**src/rtl/prq_pkg.sv**
```systemverilog
package prq_pkg;

    localparam logic CMD_ENQUEUE = 1'b0;
    localparam logic CMD_DEQUEUE = 1'b1;

    typedef struct packed {
        logic enq;
        logic deq;
    } prq_op_t;

endpackage

```
**src/rtl/priority_ready_queue.sv**
```systemverilog
// Sorted priority queue of up to DEPTH entries (process id, priority), highest
// priority at the front and first in, first out among equal priorities. Every
// request, enqueue or dequeue, yields one result: each slot is a cell that
// compares its priority with the incoming one and shifts toward the back on
// insertion or toward the front on removal, so a new request is taken every
// cycle while the result register is free or being drained. A full enqueue
// is dropped with overflow set; an empty dequeue returns out_valid low.
module priority_ready_queue #(
    parameter int DEPTH          = 16,
    parameter int ID_WIDTH       = 8,
    parameter int PRIORITY_WIDTH = 8
) (
    input  logic       clk,
    input  logic       rst_n,
    input  logic       in_valid,
    output logic       in_ready,
    input  logic       command,
    input  logic [7:0] proc_id,
    input  logic [7:0] priority_req,
    output logic       res_valid,
    input  logic       res_ready,
    output logic       out_valid,
    output logic [7:0] out_id,
    output logic [7:0] out_priority,
    output logic [4:0] entry_count,
    output logic       overflow
);

    localparam int CW = $clog2(DEPTH + 1);

    logic [CW-1:0]             count_reg;
    logic [CW-1:0]             count_next;
    logic                      res_valid_reg;
    logic                      out_valid_reg;
    logic                      out_valid_next;
    logic [7:0]                out_id_reg;
    logic [7:0]                out_id_next;
    logic [7:0]                out_pri_reg;
    logic [7:0]                out_pri_next;
    logic [4:0]                count_out_reg;
    logic                      overflow_reg;
    logic                      overflow_next;

    logic                      accept;
    logic                      full;
    logic                      empty;
    prq_pkg::prq_op_t          op;

    logic [ID_WIDTH+7:0]       id_ext;
    logic [PRIORITY_WIDTH+7:0] pri_ext;
    logic [ID_WIDTH-1:0]       new_id;
    logic [PRIORITY_WIDTH-1:0] new_pri;
    logic [ID_WIDTH+7:0]       head_id_ext;
    logic [PRIORITY_WIDTH+7:0] head_pri_ext;
    logic [CW+4:0]             count_ext;

    logic [DEPTH-1:0]          ins;
    logic [DEPTH-1:0]          occupied;
    logic [ID_WIDTH-1:0]       cell_id  [DEPTH];
    logic [PRIORITY_WIDTH-1:0] cell_pri [DEPTH];

    assign accept = in_valid && in_ready;
    assign in_ready = !res_valid_reg || res_ready;
    assign full  = (count_reg == CW'(DEPTH));
    assign empty = (count_reg == '0);

    assign id_ext  = {{ID_WIDTH{1'b0}}, proc_id};
    assign pri_ext = {{PRIORITY_WIDTH{1'b0}}, priority_req};
    assign new_id  = id_ext[ID_WIDTH-1:0];
    assign new_pri = pri_ext[PRIORITY_WIDTH-1:0];

    assign op.enq = accept && (command == prq_pkg::CMD_ENQUEUE) && !full;
    assign op.deq = accept && (command == prq_pkg::CMD_DEQUEUE) && !empty;

    genvar g;
    generate
        for (g = 0; g < DEPTH; g++)
        begin : g_cell
            logic                      left_ins;
            logic [ID_WIDTH-1:0]       left_id;
            logic [PRIORITY_WIDTH-1:0] left_pri;
            logic [ID_WIDTH-1:0]       right_id;
            logic [PRIORITY_WIDTH-1:0] right_pri;

            assign occupied[g] = (count_reg > CW'(g));

            if (g == 0)
            begin : g_first
                assign left_ins = 1'b0;
                assign left_id  = new_id;
                assign left_pri = new_pri;
            end
            else
            begin : g_mid
                assign left_ins = ins[g-1];
                assign left_id  = cell_id[g-1];
                assign left_pri = cell_pri[g-1];
            end

            if (g == DEPTH - 1)
            begin : g_last
                assign right_id  = cell_id[g];
                assign right_pri = cell_pri[g];
            end
            else
            begin : g_inner
                assign right_id  = cell_id[g+1];
                assign right_pri = cell_pri[g+1];
            end

            prq_cell #(
                .ID_WIDTH       (ID_WIDTH),
                .PRIORITY_WIDTH (PRIORITY_WIDTH)
            ) u_cell (
                .clk       (clk),
                .op        (op),
                .occupied  (occupied[g]),
                .new_id    (new_id),
                .new_pri   (new_pri),
                .left_ins  (left_ins),
                .left_id   (left_id),
                .left_pri  (left_pri),
                .right_id  (right_id),
                .right_pri (right_pri),
                .ins       (ins[g]),
                .id        (cell_id[g]),
                .pri       (cell_pri[g])
            );
        end
    endgenerate

    assign head_id_ext  = {8'b0, cell_id[0]};
    assign head_pri_ext = {8'b0, cell_pri[0]};

    always_comb
    begin
        count_next = count_reg;
        if (op.enq)
        begin
            count_next = count_reg + CW'(1);
        end
        else if (op.deq)
        begin
            count_next = count_reg - CW'(1);
        end
    end

    assign count_ext = {5'b0, count_next};

    always_comb
    begin
        out_valid_next = 1'b0;
        out_id_next    = 8'b0;
        out_pri_next   = 8'b0;
        overflow_next  = 1'b0;
        case (command)
            prq_pkg::CMD_ENQUEUE:
            begin
                overflow_next = full;
            end
            prq_pkg::CMD_DEQUEUE:
            begin
                if (!empty)
                begin
                    out_valid_next = 1'b1;
                    out_id_next    = head_id_ext[7:0];
                    out_pri_next   = head_pri_ext[7:0];
                end
            end
            default:
            begin
                overflow_next = 1'b0;
            end
        endcase
    end

    always_ff @(posedge clk or negedge rst_n)
    begin
        if (!rst_n)
        begin
            count_reg     <= '0;
            res_valid_reg <= 1'b0;
        end
        else
        begin
            count_reg <= count_next;
            if (accept)
            begin
                res_valid_reg <= 1'b1;
            end
            else if (res_ready)
            begin
                res_valid_reg <= 1'b0;
            end
        end
    end

    always_ff @(posedge clk)
    begin
        if (accept)
        begin
            out_valid_reg <= out_valid_next;
            out_id_reg    <= out_id_next;
            out_pri_reg   <= out_pri_next;
            count_out_reg <= count_ext[4:0];
            overflow_reg  <= overflow_next;
        end
    end

    assign res_valid    = res_valid_reg;
    assign out_valid    = out_valid_reg;
    assign out_id       = out_id_reg;
    assign out_priority = out_pri_reg;
    assign entry_count  = count_out_reg;
    assign overflow     = overflow_reg;

endmodule

```
**src/rtl/prq_cell.sv**
```systemverilog
module prq_cell #(
    parameter int ID_WIDTH       = 8,
    parameter int PRIORITY_WIDTH = 8
) (
    input  logic                      clk,
    input  prq_pkg::prq_op_t          op,
    input  logic                      occupied,
    input  logic [ID_WIDTH-1:0]       new_id,
    input  logic [PRIORITY_WIDTH-1:0] new_pri,
    input  logic                      left_ins,
    input  logic [ID_WIDTH-1:0]       left_id,
    input  logic [PRIORITY_WIDTH-1:0] left_pri,
    input  logic [ID_WIDTH-1:0]       right_id,
    input  logic [PRIORITY_WIDTH-1:0] right_pri,
    output logic                      ins,
    output logic [ID_WIDTH-1:0]       id,
    output logic [PRIORITY_WIDTH-1:0] pri
);

    logic [ID_WIDTH-1:0]       id_reg;
    logic [ID_WIDTH-1:0]       id_next;
    logic [PRIORITY_WIDTH-1:0] pri_reg;
    logic [PRIORITY_WIDTH-1:0] pri_next;

    // insertion point lies at or before this cell
    assign ins = !occupied || (pri_reg < new_pri);
    assign id  = id_reg;
    assign pri = pri_reg;

    always_comb
    begin
        id_next  = id_reg;
        pri_next = pri_reg;
        if (op.enq)
        begin
            if (left_ins)
            begin
                id_next  = left_id;
                pri_next = left_pri;
            end
            else if (ins)
            begin
                id_next  = new_id;
                pri_next = new_pri;
            end
        end
        else if (op.deq)
        begin
            id_next  = right_id;
            pri_next = right_pri;
        end
    end

    always_ff @(posedge clk)
    begin
        id_reg  <= id_next;
        pri_reg <= pri_next;
    end

endmodule

```
**config.mk**
```make
export PLATFORM = sky130hd
export DESIGN_NAME = priority_ready_queue
export DESIGN_NICKNAME = d
export VERILOG_FILES = /design/src/rtl/prq_pkg.sv /design/src/rtl/priority_ready_queue.sv /design/src/rtl/prq_cell.sv
export SDC_FILE = /design/constraint.sdc
export NUM_CORES = 1
export LEC_CHECK = 0
export ABC_CLOCK_PERIOD_IN_PS = 4400
export BUFFER_PORTS_ARGS = -buffer_cell sky130_fd_sc_hd__buf_2
export CAP_MARGIN = 5
export CORE_MARGIN = 4
export CORE_UTILIZATION = 52
export DETAILED_ROUTE_END_ITERATION = 7
export GPL_TIMING_DRIVEN = 0
export HOLD_SLACK_MARGIN = 0.05
export MAX_ROUTING_LAYER = met4
export PLACE_DENSITY_LB_ADDON = 0.3
export SETUP_SLACK_MARGIN = 0.05
export SKIP_CTS_REPAIR_TIMING = 1
export SLEW_MARGIN = 20
export SYNTH_ARGS = -nofsm -noshare
export SYNTH_HDL_FRONTEND = slang
export SYNTH_HIERARCHICAL = 1
export SYNTH_SLANG_ARGS = --single-unit
```
**constraint.sdc**
```tcl
create_clock -name clk -period 4.4 [get_ports clk]
set_input_delay 1.32 -clock clk [delete_from_list [all_inputs] [get_ports clk]]
set_output_delay 1.32 -clock clk [all_outputs]
set_load 0.02 [all_outputs]
```
==> results of run 1 <==
==> layout by cell type (no fill, tap or decap), types with 12 or more instances in the layout <==
cell,instances
nand2b_1,18
and2_1,16
a41oi_4,15
or3_4,16
mux2i_1,257
a31oi_1,16
nor2_1,295
buf_4,32
buf_2,63
edfxtp_1,279
a211o_1,16
ha_1,118
a21oi_1,290
o21ai_0,12
clkbuf_16,31
clkbuf_1,53
inv_1,134
o221ai_2,16
nand2_1,54
==> critical path, stage by stage <==
cell and delay [ns]:
buf_2 0.64, inv_1 0.12, ha_1 0.35, a211o_1 0.31, a31oi_1 0.22, o221ai_2 0.17
nand2_1 0.10, buf_4 0.20, buf_4 0.23, inv_1 0.10, a41oi_4 0.53
==> power by group through the flow <==
stage	Combinational, W	Clock, W	Sequential [W]
2_1_floorplan	0.00229	0	0.00379
3_3_place_gp	0.00292	0	0.00390
3_5_place_dp	0.00302	0	0.00391
4_1_cts	0.00304	0.00302	0.00385
5_1_grt	0.00344	0.00313	0.00389
6_report	0.00315	0.00298	0.00385
==> per-layer routing <==
layer  global-route usage (%)  wire length, um  part of all wire (%)  vias up
met4                    6.808             1244                   2.7        0
met3                    3.274             2644                   5.7      105
li1                         -                -                     -     6224
met1                    33.05            19610                    43     6469
met2                    42.16            22620                    49      400
met5                        -                0                     0        -
==> final timing paths <==
check | endpoint | slack, ns | depth (start not counted)
setup / recovery | g_cell[11].u_cell/id[2] | 0.28 | 11
hold / removal | out_id[4] | 0.57 | 1
setup reg to reg | g_cell[0].u_cell/id[2] | 0.71 | 8
hold reg to reg | out_id[4] | 0.57 | 1
max in group asynchronous | res_valid | 3.66 | 1
min in group asynchronous | count_reg[3] | 0.58 | 1
==> stage by stage <==
step | util [%] | TNS [ns] | hold WS [ns] | setup slack, ns
floorplan | - | 0 | 0.5243 | 0.7465
global placement | 55.23 | -82.63 | 0.5784 | -0.3981
detailed placement | 55.35 | -101.53 | 0.5612 | -0.4850
CTS | 58.83 | 0 | 0.5681 | 0.09666
global route | 59.33 | 0 | 0.5843 | 0.06706
finish | 59.33 | 0 | 0.5660 | 0.2750
==> layout make-up <==
cell class / instances / area (um^2)
inverter: 134 / 503.0
fill: 2755 / 13670
buffer: 100 / 525.5
timing repair buffer: 47 / 255.2
clock inverter: 22 / 376.6
sequential: 285 / 8528
multi-input combinational: 1166 / 8406
tap: 448 / 560.5
clock buffer: 35 / 790.8
==> metrics.md, run 1 <==
| Metric | Value |
|---|---|
| Pins Over Slew Limit | `0` |
| Final worst clock skew | `0.01341 ns` |
| Max-Cap Viols | `0` |
| Antenna Violating Nets Remaining | `0` |
| Status | `complete, no violations` |
| H-tree levels | `1` |
| Die Span Y | `192.9 um` |
| Final setup vio count | `0` |
| Total CTS buffers | `31` |
| Synthesis warning total | `6` |
| Initial Utilization | `52.89%` |
| I/O pin total | `46` |
| Pwr Density | `500.2 mW/mm^2` |
| Min-delay src | `g_cell[0].u_cell/id[4]` |
| Average size of a mapped cell | `10.55 um^2` |
| DPL Wire Length | `33.12 mm` |
| Final Cycle Share | `93.75%` |
| Post-Syn Nets | `1824` |
| Post-Layout Cell Count | `2237` |
| Overflow left after global routing | `0` |
| First-pass GRT wire length | `72.63 mm` |
| DRT Pass-1 Iters | `5` |
| Antenna diodes | `0` |
| Iter 0 DRT Violations | `1023` |
| Clock slew at reported path FFs | `0.06 ns` |
| Worst slew pin tran | `1.052 ns` |
| Final total power | `0.009977 W` |
| CP max FO | `33` |
| Area growth from synthesis to layout | `12.18%` |
| Global Route Usage Sum | `25.34%` |
| RSZ-0062 raised after global routing | `false` |
| R2r startpoint | `count_reg[0]` |
| CTS tree | `done` |
| Startpoint class of the critical path | `input pin` |
| Proportion of layout cells with a drive suffix above 1 | `11.40%` |
| Fin area | `0.01995 mm^2` |
| Rel. slew slack | `29.87%` |
| Clock power frac | `29.9%` |
| Leakage dissipation | `8.963 nW` |
| VDD IR max | `0.3982 mV` |
| Crit. Startpoint | `priority_req[2]` |
| Final hold violations | `0` |
| Largest net degree at the start of global routing | `34` |
| Min cycle time layout | `4.125 ns` |
| CTS Buffer Depth | `3` |
| CTS sink cnt | `285` |
| Die area | `0.03721 mm^2` |
| Root buffer cell | `clkbuf_16` |
| P_sw | `0.003313 W` |
| Hold WC Path Type | `reg2reg` |
| Routed WL | `46.11 mm` |
| Seq pwr share | `38.6%` |
| DP Cell Count | `2180` |
| Residual DRC | `0` |
| Arrival @ worst endpoint | `4.31 ns` |
| DP Area | `0.01861 mm^2` |
| CP Class | `in2reg` |
| Layout net count | `1904` |
| Worst setup EP type | `register` |
| Clk_lat worst skew | `0.56 ns` |
| Max Clk Rate | `0.2424 GHz` |
| Initial antenna violation count | `0` |
| Detailed-route wire length per cell | `20.61 um` |
| Logic pwr share | `31.5%` |
| I/O Buffers | `45` |
| DR vias | `13198` |
| Gpl congestion | `0.8913` |
| Mapped cell area | `0.01778 mm^2` |
| Switching portion of total power | `33.21%` |
| Drt via density | `5.900` |
| Vias in the first global route | `13639` |
| # rows | `67` |
| Die X | `192.9 um` |
| Critical Path RT | `4.59 ns` |
| Int Power | `0.006664 W` |
| Mapped Cells | `1685` |
| Core area | `0.03362 mm^2` |
No activity file was read; power rests on OpenSTA's default activity.
==> inputs of run 2 (changes only) <==
--- a/config.mk
+++ b/config.mk
@@ -5,12 +5,12 @@
 export SDC_FILE = /design/constraint.sdc
 export NUM_CORES = 1
 export LEC_CHECK = 0
-export ABC_CLOCK_PERIOD_IN_PS = 4400
-export BUFFER_PORTS_ARGS = -buffer_cell sky130_fd_sc_hd__buf_2
+export ABC_CLOCK_PERIOD_IN_PS = 5100
 export CAP_MARGIN = 5
 export CORE_MARGIN = 4
 export CORE_UTILIZATION = 52
 export DETAILED_ROUTE_END_ITERATION = 7
+export DONT_BUFFER_PORTS = 1
 export GPL_TIMING_DRIVEN = 0
 export HOLD_SLACK_MARGIN = 0.05
 export MAX_ROUTING_LAYER = met4
==> constraint.sdc (replaced) <==
create_clock -name clk -period 5.1 [get_ports clk]
set_input_delay 1.53 -clock clk [delete_from_list [all_inputs] [get_ports clk]]
set_output_delay 1.53 -clock clk [all_outputs]
set_load 0.02 [all_outputs]
==> run 2 against run 1 <==
Compared with the run above:
- worst setup slack gained 0.96 ns
- final cell count shrank 2.0%
- utilization shrank 1.6 points
- clock-buffer cell count shrank 3
- sequential share of layout area grew 1.2 points
- cell area shrank 2.8%
==> metrics.md, run 2 (same netlist as run 1, synthesis figures left out) <==
| Metric | Value |
|---|---|
| Gpl congestion | `0.9063 (+1.7%)` |
| Drt via density | `5.963 (+1.1%)` |
| Final hold violations | `0 (unchanged)` |
| First-pass GRT wire length | `72.06 mm (-0.78%)` |
| Total CTS buffers | `31 (unchanged)` |
| Final worst clock skew | `0.01301 ns (-0.0004009 ns)` |
| Residual DRC | `0 (unchanged)` |
| Root buffer cell | `clkbuf_16` |
| Area growth from synthesis to layout | `9.092%` |
| Pins Over Slew Limit | `0 (unchanged)` |
| Vias in the first global route | `13435 (-1.5%)` |
| Hold Path Depth | `1 (unchanged)` |
| Clock slew at reported path FFs | `0.06 ns (about the same)` |
| Final setup vio count | `0 (unchanged)` |
| Arrival @ worst endpoint | `2.33 ns (-1.98 ns)` |
| Clock power frac | `27.5% (-2.4 points)` |
| CTS tree | `done` |
| Hold slack | `0.5842 ns (+0.01817 ns)` |
| Critical Path RT | `3.57 ns (-1.02 ns)` |
| # rows | `67 (unchanged)` |
| Initial Utilization | `52.89% (unchanged)` |
| Switching portion of total power | `33.48% (+0.28 points)` |
| Reg2reg path depth | `9 (+1)` |
| R2R Path End | `g_cell[8].u_cell/id[3]` |
| Initial antenna violation count | `0 (unchanged)` |
| DRT Pass-1 Iters | `5 (unchanged)` |
| P_sw | `0.002721 W (-18%)` |
| Status | `complete, no violations` |
| Int Power | `0.005406 W (-19%)` |
| Proportion of layout cells with a drive suffix above 1 | `8.711% (-2.7 points)` |
| Worst setup EP type | `primary output` |
| Logic pwr share | `31.2% (-0.3 points)` |
| Largest net degree at the start of global routing | `34 (unchanged)` |
| Setup TNS | `0 ns (unchanged)` |
| Min-delay src | `g_cell[0].u_cell/id[5]` |
| Crit path max-delay cell type | `nor2b_1` |
| I/O pin total | `46 (unchanged)` |
| CTS sink cnt | `285 (unchanged)` |
| Most frequent cells in the layout | `nor2_1, a21oi_1, edfxtp_1, mux2i_1, inv_1` |
| VDD IR max | `0.2676 mV (-33%)` |
| Leakage dissipation | `8.696 nW (-3.0%)` |
| Startpoint class of the critical path | `input pin` |
| R2r startpoint | `count_reg[0]` |
| DR vias | `13077 (-0.92%)` |
| Worst slew pin tran | `1.023 ns (-0.02911 ns)` |
| Die Span Y | `192.9 um (unchanged)` |
| Seq pwr share | `41.3% (+2.7 points)` |
| Global Route Usage Sum | `25.29% (-0.053 points)` |
| CP Class | `in2out` |
| CP max FO | `5 (-85%)` |
| Overflow left after global routing | `0 (unchanged)` |
| Max-Cap Viols | `0 (unchanged)` |
| Antenna Violating Nets Remaining | `0 (unchanged)` |
| Detailed-route wire length per cell | `20.92 um (+1.5%)` |
| I/O Buffers | `0 (-100%)` |
| Pwr Density | `419.0 mW/mm^2 (-16%)` |
| Top routing layer in use | `met4` |
| WHS Endpoint | `out_id[5]` |
| Routed wl met2 | `22.62 mm (about the same)` |
| CP max stage delay | `0.49 ns (-0.15 ns)` |
| Filler cells | `2826 (+2.6%)` |
| Place WS | `0.8008 ns (+1.286 ns)` |
| DR WL met3 | `3.116 mm (+18%)` |
| CTS Buffer Depth | `3 (unchanged)` |
| Hold WC Path Type | `reg2reg` |
| Clk_lat worst skew | `0.56 ns (about the same)` |
| H-tree levels | `1 (unchanged)` |
| Final Cycle Share | `75.77%` |
| Rel. slew slack | `31.81% (+1.9 points)` |
| Final setup margin | `1.236 ns (+0.9607 ns)` |
| Layout net count | `1859 (-2.4%)` |
| R2R setup slack | `1.30 ns (+0.59 ns)` |
| Most common library cell in the layout ignoring fill and taps | `nor2_1` |
| CP Buf/Inv Count | `1 (-4)` |
| DPL Wire Length | `33.08 mm (-0.11%)` |
| RSZ-0062 raised after global routing | `false` |
| Die X | `192.9 um (unchanged)` |
| Met1 WL | `19.12 mm (-2.5%)` |
| Min cycle time layout | `3.864 ns` |
| Core area | `0.03362 mm^2 (unchanged)` |
| Worst path top cell family by delay | `simple AND/OR/NAND/NOR gates` |
| Max Clk Rate | `0.2588 GHz` |
| Critical path cell sequence | `nor2b_1 > inv_1` |
| Iter 0 DRT Violations | `1071 (+4.7%)` |
| Final total power | `0.008127 W (-19%)` |
| Routed WL | `45.88 mm (-0.51%)` |
| Die area | `0.03721 mm^2 (unchanged)` |
| Antenna diodes | `0 (unchanged)` |
run 2: changes by cell type in the layout (fill, tap and decap cells not counted), sizes merged:
| cell | previous run | this run |
|---|---|---|
| buf | 98 | 53 |
| clkinv | 8 | 17 |
| bufinv | 10 | 4 |
| clkbuf | 84 | 81 |
| inv | 134 | 135 |
run 2: worst max-delay path by stage:
stage,start,to,slack (ns),cells past startpoint
CTS,res_ready,in_ready,1.21,2
global route,count_reg[0],g_cell[8].u_cell/pri[2],1.07,9
floorplan,priority_req[2],g_cell[15].u_cell/id[0],1.24,10
global placement,res_ready,g_cell[8].u_cell/pri[7],0.32,5
detailed placement,priority_req[2],g_cell[5].u_cell/id[3],0.80,10
finish,res_ready,in_ready,1.24,2
run 2: power by group through the flow:
stage,logic [W],clock network [W],registers [W]
final,0.00254,0.00224,0.00335
after global placement,0.00240,0,0.00340
after floorplan,0.00197,0,0.00327
after CTS,0.00251,0.00227,0.00336
after global routing,0.00277,0.00237,0.00339
after detailed placement,0.00249,0,0.00341
run 2: routing by layer:
layer  vias to the layer above  global-route usage (%)
met2                       382                   42.36
met4                         0                   6.645
li1                       6146                       -
met3                        94                   4.342
met1                      6455                   32.08
met5                         -                       -
run 2: layout make-up:
type / count / area (um^2) / area share, %
flip-flops and latches: 285 / 8528 / 43.97
plain buffers: 100 / 525.5 / 2.709
well taps: 448 / 560.5 / 2.890
clock inverters: 26 / 232.7 / 1.200
repair buffers: 2 / 30.03 / 0.1548
inverters: 134 / 503.0 / 2.593
multi-input cells: 1166 / 8237 / 42.47
clock buffers: 32 / 779.5 / 4.019
run 2: per-stage QoR:
step,instances,utilization (%),area [um^2]
2_1_floorplan,1685,-,17780
3_5_place_dp,2135,54.68,18380
3_3_place_gp,2133,54.56,18340
5_1_grt,2193,57.70,19400
6_report,2193,57.70,19400
4_1_cts,2193,57.70,19390
==> inputs of run 3 (changes only) <==
--- a/config.mk
+++ b/config.mk
@@ -5,7 +5,8 @@
 export SDC_FILE = /design/constraint.sdc
 export NUM_CORES = 1
 export LEC_CHECK = 0
-export ABC_CLOCK_PERIOD_IN_PS = 5100
+export ABC_AREA = 1
+export ABC_CLOCK_PERIOD_IN_PS = 3450
 export CAP_MARGIN = 5
 export CORE_MARGIN = 4
 export CORE_UTILIZATION = 52
==> constraint.sdc (replaced) <==
create_clock -name clk -period 3.45 [get_ports clk]
set_input_delay 1.035 -clock clk [delete_from_list [all_inputs] [get_ports clk]]
set_output_delay 1.035 -clock clk [all_outputs]
set_load 0.02 [all_outputs]
==> run 3 against run 2 <==
Compared with the run above:
- wire length rose by 11%
- synthesized area rose by 0.30%
- die area rose by 0.29%
- critical path depth rose by 8
==> metrics.md, run 3 <==
| Metric | Value |
|---|---|
| I/O pin total | `46 (unchanged)` |
| Critical path cell sequence | `inv_1 > ha_1 > nand2_1 > nor2_4 > nor2_8 > buf_12 > buf_12 > or2_2 > nand2_1 > inv_1` |
| Area growth from synthesis to layout | `10.38%` |
| Core area | `0.03370 mm^2 (+0.25%)` |
| Worst slew pin tran | `1.027 ns (+0.003679 ns)` |
| Most frequent cells in the layout | `nand2_1, o21ai_0, nor2_1, edfxtp_1, inv_1` |
| CP max FO | `53 (+48)` |
| Switching portion of total power | `36.32% (+2.8 points)` |
| Hold WC Path Type | `in2async` |
| Crit path max-delay cell type | `inv_1` |
| Fin area | `0.01969 mm^2 (+1.5%)` |
| Max-Cap Viols | `0 (unchanged)` |
| CP Buf/Inv Count | `4 (+3)` |
| H-tree levels | `2 (+1)` |
| Initial antenna violation count | `0 (unchanged)` |
| I/O Buffers | `0 (unchanged)` |
| Total CTS buffers | `35 (+13%)` |
| P_sw | `0.004536 W (+67%)` |
| Seq pwr share | `41.2% (about the same)` |
| Critical Path RT | `3.59 ns (+0.02 ns)` |
| Final total power | `0.01249 W (+54%)` |
| Clk_lat worst skew | `0.52 ns (-0.04 ns)` |
| Pwr Density | `634.5 mW/mm^2 (+51%)` |
| CTS tree | `done` |
| Synthesis warning total | `6 (unchanged)` |
| DR vias | `15668 (+20%)` |
| Iter 0 DRT Violations | `1771 (+65%)` |
| Largest net degree at the start of global routing | `54 (+59%)` |
| Global Route Usage Sum | `27.55% (+2.3 points)` |
| Mapped cell area | `0.01783 mm^2 (+0.30%)` |
| Antenna Violating Nets Remaining | `0 (unchanged)` |
| Initial Utilization | `52.92% (about the same)` |
| Layout net count | `2351 (+26%)` |
| DP Area | `0.01848 mm^2 (+0.54%)` |
| Antenna diodes | `0 (unchanged)` |
| Residual DRC | `0 (unchanged)` |
| Average size of a mapped cell | `8.260 um^2 (-22%)` |
| Final Util | `58.41% (+0.71 points)` |
| Max Clk Rate | `0.3120 GHz` |
| Final hold violations | `0 (unchanged)` |
| DRT Pass-1 Iters | `6 (+1)` |
| Drt via density | `5.835 (-2.1%)` |
| Pins Over Slew Limit | `0 (unchanged)` |
| Root buffer cell | `clkbuf_16` |
| Mapped Cells | `2159 (+28%)` |
| Die Span Y | `193.2 um (+0.15%)` |
| Final Cycle Share | `92.91%` |
| Vias in the first global route | `15067 (+12%)` |
| DP Cell Count | `2617 (+23%)` |
| CP Class | `reg2reg` |
| Arrival @ worst endpoint | `3.34 ns (+1.01 ns)` |
| Rel. slew slack | `31.04% (-0.77 points)` |
| Overflow left after global routing | `0 (unchanged)` |
| Worst path top cell family by delay | `buffers and inverters` |
| DPL Wire Length | `36.00 mm (+8.8%)` |
| Gpl congestion | `0.8908 (-1.7%)` |
| Final setup vio count | `0 (unchanged)` |
| Int Power | `0.007955 W (+47%)` |
| Die area | `0.03732 mm^2 (+0.29%)` |
| Final worst clock skew | `0.01719 ns (+0.004178 ns)` |
| Status | `complete, no violations` |
| CTS sink cnt | `285 (unchanged)` |
| Detailed-route wire length per cell | `19.01 um (-9.1%)` |
| # rows | `67 (unchanged)` |
| VDD IR max | `0.4277 mV (+60%)` |
| CTS Buffer Depth | `3 (unchanged)` |
| First-pass GRT wire length | `79.24 mm (+10%)` |
| Clock power frac | `28.2% (+0.7 points)` |
| Logic pwr share | `30.6% (-0.6 points)` |
| Hold slack | `0.2070 ns (-0.3772 ns)` |
| Worst setup EP type | `register` |
| CP max stage delay | `0.51 ns (+0.02 ns)` |
| Proportion of layout cells with a drive suffix above 1 | `8.941% (+0.23 points)` |
| Routed WL | `51.04 mm (+11%)` |
| Clock slew at reported path FFs | `0.06 ns (about the same)` |
| Most common library cell in the layout ignoring fill and taps | `nand2_1` |
| R2R setup slack | `0.24 ns (-1.06 ns)` |
| Min cycle time layout | `3.205 ns` |
| RSZ-0062 raised after global routing | `false` |
| Die X | `193.2 um (+0.15%)` |
| Startpoint class of the critical path | `register` |
| Post-Layout Cell Count | `2685 (+22%)` |
| Leakage dissipation | `8.607 nW (-1.0%)` |
run 3: final timing paths:
kind / depth (start not counted) / end / from
min in group clk: 2 / g_cell[14].u_cell/id[1] / g_cell[15].u_cell/id[1]
setup reg to reg: 10 / g_cell[5].u_cell/id[7] / count_reg[0]
setup / recovery: 10 / g_cell[5].u_cell/id[7] / count_reg[0]
hold reg to reg: 2 / g_cell[14].u_cell/id[1] / g_cell[15].u_cell/id[1]
max in group asynchronous: 0 / count_reg[4] / rst_n
hold / removal: 0 / count_reg[0] / rst_n
run 3: final cells by class:
class / count / area (um^2)
fill: 2979 / 14010
sequential: 285 / 8528
multi-input combinational: 1571 / 7918
inverter: 246 / 940.9
clock buffer: 45 / 934.6
tap: 448 / 560.5
buffer: 67 / 538.0
clock inverter: 17 / 145.1
timing repair buffer: 6 / 120.1
run 3: per-layer routing:
| metal | track usage (%) | up-vias | wire [um] |
|---|---|---|---|
| met4 | 8.660 | 0 | 1589 |
| met5 | - | - | 0 |
| met2 | 43.44 | 910 | 23540 |
| met1 | 37.65 | 7281 | 20840 |
| met3 | 3.349 | 122 | 5066 |
| li1 | - | 7355 | - |
run 3: power by group through the flow:
stage	combinational, W	clock [W]	sequential [W]
2_1_floorplan	0.00271	0	0.00498
3_3_place_gp	0.00348	0	0.00520
3_5_place_dp	0.00363	0	0.00521
4_1_cts	0.00368	0.00358	0.00514
5_1_grt	0.00425	0.00371	0.00521
6_report	0.00382	0.00352	0.00515
run 3: metrics by stage:
stage | TNS (ns) | setup WS, ns
after floorplan | 0 | 0.1001
after global routing | 0 | 0.06156
final | 0 | 0.2446
after global placement | -288.20 | -0.8736
after CTS | 0 | 0.002144
after detailed placement | -60.95 | -0.4541
